[src/hw/rtl/assert_macros.svh]
// Assertion helpers shared by the RTL.
// All checks sample on clk and are off while rst_n is low.
`ifndef ASSERT_MACROS_SVH
`define ASSERT_MACROS_SVH

// A property that must hold at every rising clock edge.
`define BCS_ASSERT(label, prop, msg) \
    label: assert property (@(posedge clk) disable iff (!rst_n) (prop)) else $error(msg);

// If the trigger holds at one edge, the consequence must hold at the next.
`define BCS_ASSERT_NEXT(label, trig, cons, msg) \
    label: assert property (@(posedge clk) disable iff (!rst_n) (trig) |=> (cons)) \
        else $error(msg);

`endif

[src/hw/rtl/bcs_pkg.sv]
package bcs_pkg;

    // Command codes
    localparam logic [1:0] OP_TICK  = 2'd0;
    localparam logic [1:0] OP_PAUSE = 2'd1;
    localparam logic [1:0] OP_SHOW  = 2'd2;
    localparam logic [1:0] OP_NOP   = 2'd3;

    // Set pointer codes, lowest digit first
    localparam logic [2:0] PTR_HUNDREDTHS = 3'd0;
    localparam logic [2:0] PTR_TENTHS     = 3'd1;
    localparam logic [2:0] PTR_SEC_UNITS  = 3'd2;
    localparam logic [2:0] PTR_SEC_TENS   = 3'd3;
    localparam logic [2:0] PTR_MIN_UNITS  = 3'd4;
    localparam logic [2:0] PTR_MIN_TENS   = 3'd5;

    // Digit limits
    localparam logic [3:0] LIMIT_DEC = 4'd9;
    localparam logic [2:0] LIMIT_SIX = 3'd5;

    typedef struct packed {
        logic [2:0] min_tens;
        logic [3:0] min_units;
        logic [2:0] sec_tens;
        logic [3:0] sec_units;
        logic [3:0] tenths;
        logic [3:0] hundredths;
    } time_t;

    // Reset value: 59:59.99
    localparam time_t TIME_RESET = '{
        min_tens:   LIMIT_SIX,
        min_units:  LIMIT_DEC,
        sec_tens:   LIMIT_SIX,
        sec_units:  LIMIT_DEC,
        tenths:     LIMIT_DEC,
        hundredths: LIMIT_DEC
    };

    // One command beat leaving the input stage
    typedef struct packed {
        logic       fire;
        logic [1:0] op;
        logic [9:0] switches;
    } step_t;

endpackage

[src/hw/rtl/bcs_if.sv]
// Command channel
interface bcs_cmd_if;
    logic       valid;
    logic       ready;
    logic [1:0] op;
    logic [9:0] switches;

    modport source (output valid, op, switches, input ready);
    modport sink (input valid, op, switches, output ready);
endinterface

// Response channel
interface bcs_rsp_if;
    logic       valid;
    logic       ready;
    logic [3:0] hundredths;
    logic [3:0] tenths;
    logic [3:0] sec_units;
    logic [2:0] sec_tens;
    logic [3:0] min_units;
    logic [2:0] min_tens;
    logic       paused;

    modport source (output valid, hundredths, tenths, sec_units, sec_tens, min_units,
                    min_tens, paused, input ready);
    modport sink (input valid, hundredths, tenths, sec_units, sec_tens, min_units,
                  min_tens, paused, output ready);
endinterface

[src/hw/rtl/bcd_countdown_stopwatch.sv]
// Channel  Dir  Payload                                       Beat
// cmd      in   op[1:0], switches[9:0]                        valid & ready
// rsp      out  hundredths, tenths, sec_units, sec_tens,      valid & ready
//               min_units, min_tens, paused
//
// One command per cycle while cmd.ready is high; a show command's response passes
// through the input register, then the response register.
// Reset shows 59:59.99, running, set pointer on hundredths.
// A show waiting on a full, unaccepted response register holds the input
// register, and cmd.ready drops until the response is taken.
// Ticks, pause toggles and no-ops never stall on the response side.
module bcd_countdown_stopwatch (
    input  logic          clk,
    input  logic          rst_n,
    bcs_cmd_if.sink       cmd,
    bcs_rsp_if.source     rsp
);

    logic           stage_valid_reg;
    logic [1:0]     stage_op_reg;
    logic [9:0]     stage_sw_reg;
    logic           stage_is_show;
    logic           stage_fire;

    logic           rsp_valid_reg;
    logic           rsp_valid_next;
    bcs_pkg::time_t rsp_time_reg;
    logic           rsp_paused_reg;

    bcs_pkg::step_t step;
    bcs_pkg::time_t shown;
    logic           paused;

    // Input stage advances unless a show is blocked by a full response
    assign stage_is_show = stage_op_reg == bcs_pkg::OP_SHOW;
    assign stage_fire    = stage_valid_reg &&
                           (!stage_is_show || !rsp_valid_reg || rsp.ready);
    assign cmd.ready     = !stage_valid_reg || stage_fire;

    always_ff @(posedge clk or negedge rst_n)
    begin
        if (!rst_n)
        begin
            stage_valid_reg <= 1'b0;
        end
        else if (cmd.ready)
        begin
            stage_valid_reg <= cmd.valid;
        end
    end

    always_ff @(posedge clk)
    begin
        if (cmd.ready && cmd.valid)
        begin
            stage_op_reg <= cmd.op;
            stage_sw_reg <= cmd.switches;
        end
    end

    assign step.fire     = stage_fire;
    assign step.op       = stage_op_reg;
    assign step.switches = stage_sw_reg;

    bcs_timer u_timer (
        .clk    (clk),
        .rst_n  (rst_n),
        .step   (step),
        .shown  (shown),
        .paused (paused)
    );

    // Response register
    always_comb
    begin
        rsp_valid_next = rsp_valid_reg;
        if (stage_fire && stage_is_show)
        begin
            rsp_valid_next = 1'b1;
        end
        else if (rsp.ready)
        begin
            rsp_valid_next = 1'b0;
        end
    end

    always_ff @(posedge clk or negedge rst_n)
    begin
        if (!rst_n)
        begin
            rsp_valid_reg <= 1'b0;
        end
        else
        begin
            rsp_valid_reg <= rsp_valid_next;
        end
    end

    always_ff @(posedge clk)
    begin
        if (stage_fire && stage_is_show)
        begin
            rsp_time_reg   <= shown;
            rsp_paused_reg <= paused;
        end
    end

    assign rsp.valid      = rsp_valid_reg;
    assign rsp.hundredths = rsp_time_reg.hundredths;
    assign rsp.tenths     = rsp_time_reg.tenths;
    assign rsp.sec_units  = rsp_time_reg.sec_units;
    assign rsp.sec_tens   = rsp_time_reg.sec_tens;
    assign rsp.min_units  = rsp_time_reg.min_units;
    assign rsp.min_tens   = rsp_time_reg.min_tens;
    assign rsp.paused     = rsp_paused_reg;

endmodule

[src/hw/rtl/bcs_timer.sv]
`include "assert_macros.svh"

module bcs_timer (
    input  logic           clk,
    input  logic           rst_n,
    input  bcs_pkg::step_t step,
    output bcs_pkg::time_t shown,
    output logic           paused
);

    bcs_pkg::time_t digits_reg;
    bcs_pkg::time_t digits_next;
    logic           paused_reg;
    logic           paused_next;
    logic [2:0]     ptr_reg;
    logic [2:0]     ptr_next;

    logic           do_tick;
    logic           do_set;
    logic [5:0]     borrow;
    logic           fits_dec;
    logic           fits_six;

    logic           digits_ok;
    logic           pause_beat;
    logic           paused_tick;
    logic           ptr_home;

    assign do_tick  = step.fire && (step.op == bcs_pkg::OP_TICK) && !paused_reg;
    assign do_set   = step.fire && (step.op == bcs_pkg::OP_SHOW) && paused_reg;
    assign fits_dec = step.switches <= {6'd0, bcs_pkg::LIMIT_DEC};
    assign fits_six = step.switches <= {7'd0, bcs_pkg::LIMIT_SIX};

    // Borrow ripple: each digit passes the borrow on when it was zero
    assign borrow[0] = do_tick;
    assign borrow[1] = borrow[0] && (digits_reg.hundredths == 4'd0);
    assign borrow[2] = borrow[1] && (digits_reg.tenths == 4'd0);
    assign borrow[3] = borrow[2] && (digits_reg.sec_units == 4'd0);
    assign borrow[4] = borrow[3] && (digits_reg.sec_tens == 3'd0);
    assign borrow[5] = borrow[4] && (digits_reg.min_units == 4'd0);

    // Next state: countdown, pause toggle, digit load
    always_comb
    begin
        digits_next = digits_reg;
        paused_next = paused_reg;
        ptr_next    = ptr_reg;

        if (borrow[0])
        begin
            digits_next.hundredths = (digits_reg.hundredths == 4'd0) ?
                bcs_pkg::LIMIT_DEC : digits_reg.hundredths - 4'd1;
        end
        if (borrow[1])
        begin
            digits_next.tenths = (digits_reg.tenths == 4'd0) ?
                bcs_pkg::LIMIT_DEC : digits_reg.tenths - 4'd1;
        end
        if (borrow[2])
        begin
            digits_next.sec_units = (digits_reg.sec_units == 4'd0) ?
                bcs_pkg::LIMIT_DEC : digits_reg.sec_units - 4'd1;
        end
        if (borrow[3])
        begin
            digits_next.sec_tens = (digits_reg.sec_tens == 3'd0) ?
                bcs_pkg::LIMIT_SIX : digits_reg.sec_tens - 3'd1;
        end
        if (borrow[4])
        begin
            digits_next.min_units = (digits_reg.min_units == 4'd0) ?
                bcs_pkg::LIMIT_DEC : digits_reg.min_units - 4'd1;
        end
        if (borrow[5])
        begin
            digits_next.min_tens = (digits_reg.min_tens == 3'd0) ?
                bcs_pkg::LIMIT_SIX : digits_reg.min_tens - 3'd1;
        end

        if (step.fire && (step.op == bcs_pkg::OP_PAUSE))
        begin
            paused_next = !paused_reg;
            ptr_next    = bcs_pkg::PTR_HUNDREDTHS;
        end

        // Load the pointed digit if the switch value is in range
        if (do_set)
        begin
            unique case (ptr_reg)
                bcs_pkg::PTR_HUNDREDTHS:
                begin
                    if (fits_dec)
                    begin
                        digits_next.hundredths = step.switches[3:0];
                        ptr_next = bcs_pkg::PTR_TENTHS;
                    end
                end
                bcs_pkg::PTR_TENTHS:
                begin
                    if (fits_dec)
                    begin
                        digits_next.tenths = step.switches[3:0];
                        ptr_next = bcs_pkg::PTR_SEC_UNITS;
                    end
                end
                bcs_pkg::PTR_SEC_UNITS:
                begin
                    if (fits_dec)
                    begin
                        digits_next.sec_units = step.switches[3:0];
                        ptr_next = bcs_pkg::PTR_SEC_TENS;
                    end
                end
                bcs_pkg::PTR_SEC_TENS:
                begin
                    if (fits_six)
                    begin
                        digits_next.sec_tens = step.switches[2:0];
                        ptr_next = bcs_pkg::PTR_MIN_UNITS;
                    end
                end
                bcs_pkg::PTR_MIN_UNITS:
                begin
                    if (fits_dec)
                    begin
                        digits_next.min_units = step.switches[3:0];
                        ptr_next = bcs_pkg::PTR_MIN_TENS;
                    end
                end
                bcs_pkg::PTR_MIN_TENS:
                begin
                    if (fits_six)
                    begin
                        digits_next.min_tens = step.switches[2:0];
                        ptr_next = bcs_pkg::PTR_HUNDREDTHS;
                    end
                end
                default:
                begin
                    ptr_next = ptr_reg;
                end
            endcase
        end
    end

    always_ff @(posedge clk or negedge rst_n)
    begin
        if (!rst_n)
        begin
            digits_reg <= bcs_pkg::TIME_RESET;
            paused_reg <= 1'b0;
            ptr_reg    <= bcs_pkg::PTR_HUNDREDTHS;
        end
        else
        begin
            digits_reg <= digits_next;
            paused_reg <= paused_next;
            ptr_reg    <= ptr_next;
        end
    end

    // A show reports the time after any digit load
    assign shown  = digits_next;
    assign paused = paused_reg;

    // Terms for the checks below
    assign digits_ok   = (digits_reg.hundredths <= bcs_pkg::LIMIT_DEC) &&
                         (digits_reg.tenths <= bcs_pkg::LIMIT_DEC) &&
                         (digits_reg.sec_units <= bcs_pkg::LIMIT_DEC) &&
                         (digits_reg.sec_tens <= bcs_pkg::LIMIT_SIX) &&
                         (digits_reg.min_units <= bcs_pkg::LIMIT_DEC) &&
                         (digits_reg.min_tens <= bcs_pkg::LIMIT_SIX);
    assign pause_beat  = step.fire && (step.op == bcs_pkg::OP_PAUSE);
    assign paused_tick = step.fire && (step.op == bcs_pkg::OP_TICK) && paused_reg;
    assign ptr_home    = ptr_reg == bcs_pkg::PTR_HUNDREDTHS;

    `BCS_ASSERT(a_ptr_range, ptr_reg <= bcs_pkg::PTR_MIN_TENS, "set pointer out of range")
    `BCS_ASSERT(a_digit_range, digits_ok, "digit out of range")
    `BCS_ASSERT_NEXT(a_pause_clears_ptr, pause_beat, ptr_home, "pause toggle left pointer set")
    `BCS_ASSERT_NEXT(a_paused_tick_holds, paused_tick, $stable(digits_reg), "paused tick moved time")

endmodule

[src/flat_wrapper.sv]
// flat-port wrapper written by rule: the top's interface ports become plain ports
module bcd_countdown_stopwatch_flat 
  (clk, rst_n, cmd_valid, cmd_op, cmd_switches, cmd_ready, rsp_valid, rsp_hundredths, rsp_tenths, rsp_sec_units, rsp_sec_tens, rsp_min_units, rsp_min_tens, rsp_paused, rsp_ready);
  bcs_cmd_if cmd_i ();
  bcs_rsp_if rsp_i ();
  input  logic clk;
  input  logic rst_n;
  input wire logic [$bits(cmd_i.valid)-1:0] cmd_valid;
  input wire logic [$bits(cmd_i.op)-1:0] cmd_op;
  input wire logic [$bits(cmd_i.switches)-1:0] cmd_switches;
  output wire logic [$bits(cmd_i.ready)-1:0] cmd_ready;
  output wire logic [$bits(rsp_i.valid)-1:0] rsp_valid;
  output wire logic [$bits(rsp_i.hundredths)-1:0] rsp_hundredths;
  output wire logic [$bits(rsp_i.tenths)-1:0] rsp_tenths;
  output wire logic [$bits(rsp_i.sec_units)-1:0] rsp_sec_units;
  output wire logic [$bits(rsp_i.sec_tens)-1:0] rsp_sec_tens;
  output wire logic [$bits(rsp_i.min_units)-1:0] rsp_min_units;
  output wire logic [$bits(rsp_i.min_tens)-1:0] rsp_min_tens;
  output wire logic [$bits(rsp_i.paused)-1:0] rsp_paused;
  input wire logic [$bits(rsp_i.ready)-1:0] rsp_ready;
  assign cmd_i.valid = cmd_valid;
  assign cmd_i.op = cmd_op;
  assign cmd_i.switches = cmd_switches;
  assign cmd_ready = cmd_i.ready;
  assign rsp_valid = rsp_i.valid;
  assign rsp_hundredths = rsp_i.hundredths;
  assign rsp_tenths = rsp_i.tenths;
  assign rsp_sec_units = rsp_i.sec_units;
  assign rsp_sec_tens = rsp_i.sec_tens;
  assign rsp_min_units = rsp_i.min_units;
  assign rsp_min_tens = rsp_i.min_tens;
  assign rsp_paused = rsp_i.paused;
  assign rsp_i.ready = rsp_ready;
  bcd_countdown_stopwatch u_core (.clk(clk), .rst_n(rst_n), .cmd(cmd_i), .rsp(rsp_i));
endmodule
[config.mk]
export PLATFORM = sky130hd
export DESIGN_NAME = bcd_countdown_stopwatch_flat
export DESIGN_NICKNAME = d
export VERILOG_FILES = /design/src/hw/rtl/bcs_pkg.sv /design/src/hw/rtl/bcs_if.sv /design/src/hw/rtl/bcd_countdown_stopwatch.sv /design/src/hw/rtl/bcs_timer.sv /design/src/flat_wrapper.sv
export VERILOG_INCLUDE_DIRS = /design/src /design/src/hw/rtl
export SDC_FILE = /design/constraint.sdc
export NUM_CORES = 1
export LEC_CHECK = 0
export BUFFER_PORTS_ARGS = -buffer_cell sky130_fd_sc_hd__buf_2
export CORE_UTILIZATION = 50
export CTS_CLUSTER_SIZE = 25
export DETAILED_ROUTE_END_ITERATION = 10
export HOLD_SLACK_MARGIN = 0.06
export PLACE_DENSITY = 0.71
export SETUP_SLACK_MARGIN = 0.15
export SKIP_CTS_REPAIR_TIMING = 1
export SKIP_LAST_GASP = 1
export SLEW_MARGIN = 25
export SYNTH_ARGS = -nofsm -noshare
export SYNTH_HDL_FRONTEND = slang
export SYNTH_SLANG_ARGS = --single-unit
export TNS_END_PERCENT = 5
[constraint.sdc]
create_clock -name clk -period 2.94 [get_ports clk]
set_input_delay 0.441 -clock clk [delete_from_list [all_inputs] [get_ports clk]]
set_output_delay 0.441 -clock clk [all_outputs]
set_load 0.05 [all_outputs]
==> impl_metrics.json <==
{
  "status": "complete, no violations",
  "critical_path.top_delay_family": "simple AND/OR/NAND/NOR gates",
  "cts.reportedPaths.clkPinSlew_ns": 0.07,
  "timing.critical_path.slowest_cell_delay_ns": 0.52,
  "cts_buffers": 9,
  "worst_hold_path_type": "in -> async",
  "worst-r2r-cell-count": 5,
  "grt_setup_unrepaired": "no",
  "fmax_ghz": 0.4078,
  "crit_fanout": 6,
  "r2r_start": "u_core.stage_sw_reg[4]",
  "worstMarginPinSlew_ns": 0.6432,
  "clock_tree.htree_level_count": 3,
  "layout_commonest_cell": "sky130_fd_sc_hd__buf_2",
  "clk_latency_ns": 0.34,
  "track_usage_pct": 19.35,
  "placementRows": 26,
  "finalSetupViolations": 0,
  "top_layer_used": "met4",
  "vias": 1905,
  "count_of_maximum_capacitance_violations": 0,
  "crit_path_start": "u_core.stage_sw_reg[4]",
  "core_um2": 5238,
  "worst_path_max_delay_cell": "sky130_fd_sc_hd__or4_1",
  "clock-root-buffer": "sky130_fd_sc_hd__clkbuf_8",
  "io-pin-count": 41,
  "syn_nets": 241,
  "nets": 290,
  "tritoncts": "done",
  "summed_instance_area_of_the_synthesized_netlist_um2": 2774,
  "start_kind": "register",
  "via_per_inst": 5.490,
  "die_span_in_x_um": 76.49,
  "synth-seq-cells": 63,
  "syn-instance-count": 223,
  "dpl.hpwl_mm": 3.436,
  "netlist-cell-type-count": 46,
  "kind_of_critical_path": "reg -> reg",
  "worstPathCellList": "or4_1 > nor3_2 > nand2_1 > nand4bb_1 > mux2_2",
  "wl_met3_um": 245,
  "buffers_on_ports": 40,
  "detail_route.first_pass.iterations": 4,
  "arrival_time_worst_endpoint_ns": 2.54,
  "drt-total-wl_mm": 5.092,
  "globalplace.congestion": 0.9709,
  "max_vdd_drop_mv": 0.4305,
  "drt_iter0_drc": 110,
  "global_route_wire_length_before_repair_mm": 8.328,
  "met1Wirelength_mm": 2.379,
  "ys_warn_count": 0,
  "clkSinkCount": 63,
  "synthesis.area_per_instance_um2": 12.44,
  "antenna_cells_inserted": 0,
  "largest_register_ffs": 22,
  "fillers": 439,
  "start_util_pct": 52.96,
  "grt_remaining_overflow": 0,
  "grt_start_max_net_pins": 29,
  "areaGrowthSynthToFinish_pct": 16.42,
  "drc": 0,
  "grt_pass1_vias": 1806,
  "final_tns_setup_ns": 0,
  "ant_nets": 0,
  "die_h_um": 76.49,
  "timing.final.crit_share_pct": 83.41,
  "grt_antenna_before_repair": 0,
  "crit_path_end": "u_core.rsp.tenths[3]",
  "final_layout_size_suffix_gt1_share_pct": 29.24,
  "met2_length_mm": 2.348,
  "final_core_utilization_pct": 61.66,
  "setup.reg_to_reg.worst_slack_ns": 0.49,
  "max-clock-path-buffers": 2,
  "finClkSkew_ns": 0.008965,
  "finalCriticalPeriod_ns": 2.452,
  "final_hold_viol_count": 0,
  "p_leak_nw": 1.188,
  "powerDensity_nw_per_um2": 595.7,
  "total_count_of_max_transition_violations_in_the_final_report": 0,
  "maxSlewHeadroom_pct": 57.12,
  "wl_per_cell_um": 14.67,
  "sequential_share_of_the_synthesized_area_pct": 63.69,
  "die_area_um2": 5850,
  "most-common-layout-cells": "sky130_fd_sc_hd__buf_2, sky130_fd_sc_hd__edfxtp_1, sky130_fd_sc_hd__nor2_1",
  "cp_num_buf_inv": 0,
  "timing.critical_path.to_type": "register",
  "required_ns": 3.03,
  "r2r_end": "u_core.rsp.tenths[3]",
  "path_depth": 5
}
## power by group
| part | switching (W) | internal, W | total, W |
|---|---|---|---|
| Combinational | 0.000113 | 0.0000694 | 0.000182 |
| Sequential | 0.0000664 | 0.00102 | 0.00108 |
| Clock | 0.000306 | 0.000352 | 0.000658 |
| Total | 0.000486 | 0.00144 | 0.00192 |
## worst register-to-register path, stage by stage (launching register included)
cell and delay (ns):
sky130_fd_sc_hd__edfxtp_1 0.37, sky130_fd_sc_hd__or4_1 0.52, sky130_fd_sc_hd__nor3_2 0.31, sky130_fd_sc_hd__nand2_1 0.21
sky130_fd_sc_hd__nand4bb_1 0.41, sky130_fd_sc_hd__mux2_2 0.38
## layer usage
metal  vias up  track usage [%]
li1        925                -
met1       913            25.04
met2        53            29.19
met3        14            4.192
met4         0            13.27
met5         -                0
## final cells by class
type / instances / area (um2) / area share (%)
Clock buffer: 15 / 166.4 / 5.153
Clock inverter: 1 / 5.005 / 0.1550
Inverter: 8 / 30.03 / 0.9299
Multi-Input combinational cell: 148 / 958.4 / 29.68
Sequential cell: 63 / 1767 / 54.71
Tap cell: 70 / 87.58 / 2.712
Timing Repair Buffer: 42 / 215.2 / 6.664
## cells in the mapped netlist (all sizes together)
library cell,instances,area share (%)
nand3,8,1.4
or4b,2,0.72
nor3,10,2.0
buf,2,0.59
a31oi,3,0.68
o21ai,8,1.4
ha,2,0.90
a21oi,14,2.5
nor2b,5,1.1
o31a,2,0.72
or4,2,0.54
o41ai,1,0.32
inv,8,1.1
xnor2,6,1.9
clkbuf,2,0.27
o211ai,1,0.27
edfxtp,35,38
dfstp,12,11
or3,2,0.63
xor2,1,0.32
o221a,1,0.41
o31ai,1,0.27
nor4b,2,1.2
o311ai,2,0.63
and3,1,0.23
or2,1,0.23
nand2,9,1.2
nand4bb,1,0.41
nand2b,5,1.1
o21a,2,0.54
mux2i,7,2.5
o22ai,1,0.23
nand3b,2,0.54
dfrtp,16,14
nor3b,2,0.54
nand4,4,0.90
mux2,5,2.2
and4,1,0.32
nor2,31,4.2
nor4,3,1.2
## logic make-up after synthesis
group,Yosys count,share of synthesized area [%]
adders and majority gates,2,0.9020
DFF,63,63.69
buffers and inverters,12,1.940
AOI/OAI and AO/OA,36,8.029
and+or+nand+nor,91,18.54
muxes,12,4.691
xor gates and xnor gates,7,2.210
## stage by stage
| stage | total power (W) | instance area (um2) | cells | worst slack [ns] | hold WS (ns) |
|---|---|---|---|---|---|
| 6_report | 0.001924 | 3229 | 347 | 0.4878 | 0.1177 |
| 5_1_grt | 0.002003 | 3229 | 347 | 0.3914 | 0.1778 |
| 4_1_cts | 0.001934 | 3227 | 347 | 0.5267 | 0.1442 |
| 3_5_place_dp | 0.001279 | 3055 | 331 | 0.5423 | 0.5057 |
| 3_3_place_gp | 0.001275 | 3055 | 331 | 0.5782 | 0.5038 |
| 2_1_floorplan | 0.001214 | 2774 | 223 | 0.6291 | 0.1454 |
## how the worst min path moves through the flow
stage / from / endpoint / slack (ns) / cells past startpoint
final: rst_n / u_core.u_timer.digits_reg[1] / 0.12 / 1
after global routing: rst_n / u_core.u_timer.digits_reg[6] / 0.18 / 1
after CTS: rst_n / u_core.u_timer.digits_reg[6] / 0.14 / 1
after detailed placement: rst_n / u_core.u_timer.digits_reg[1] / 0.51 / 1
after global placement: rst_n / u_core.u_timer.digits_reg[1] / 0.50 / 1
after floorplan: rst_n / u_core.rsp.valid / 0.15 / 0
(Power assumes the default switching activity.)
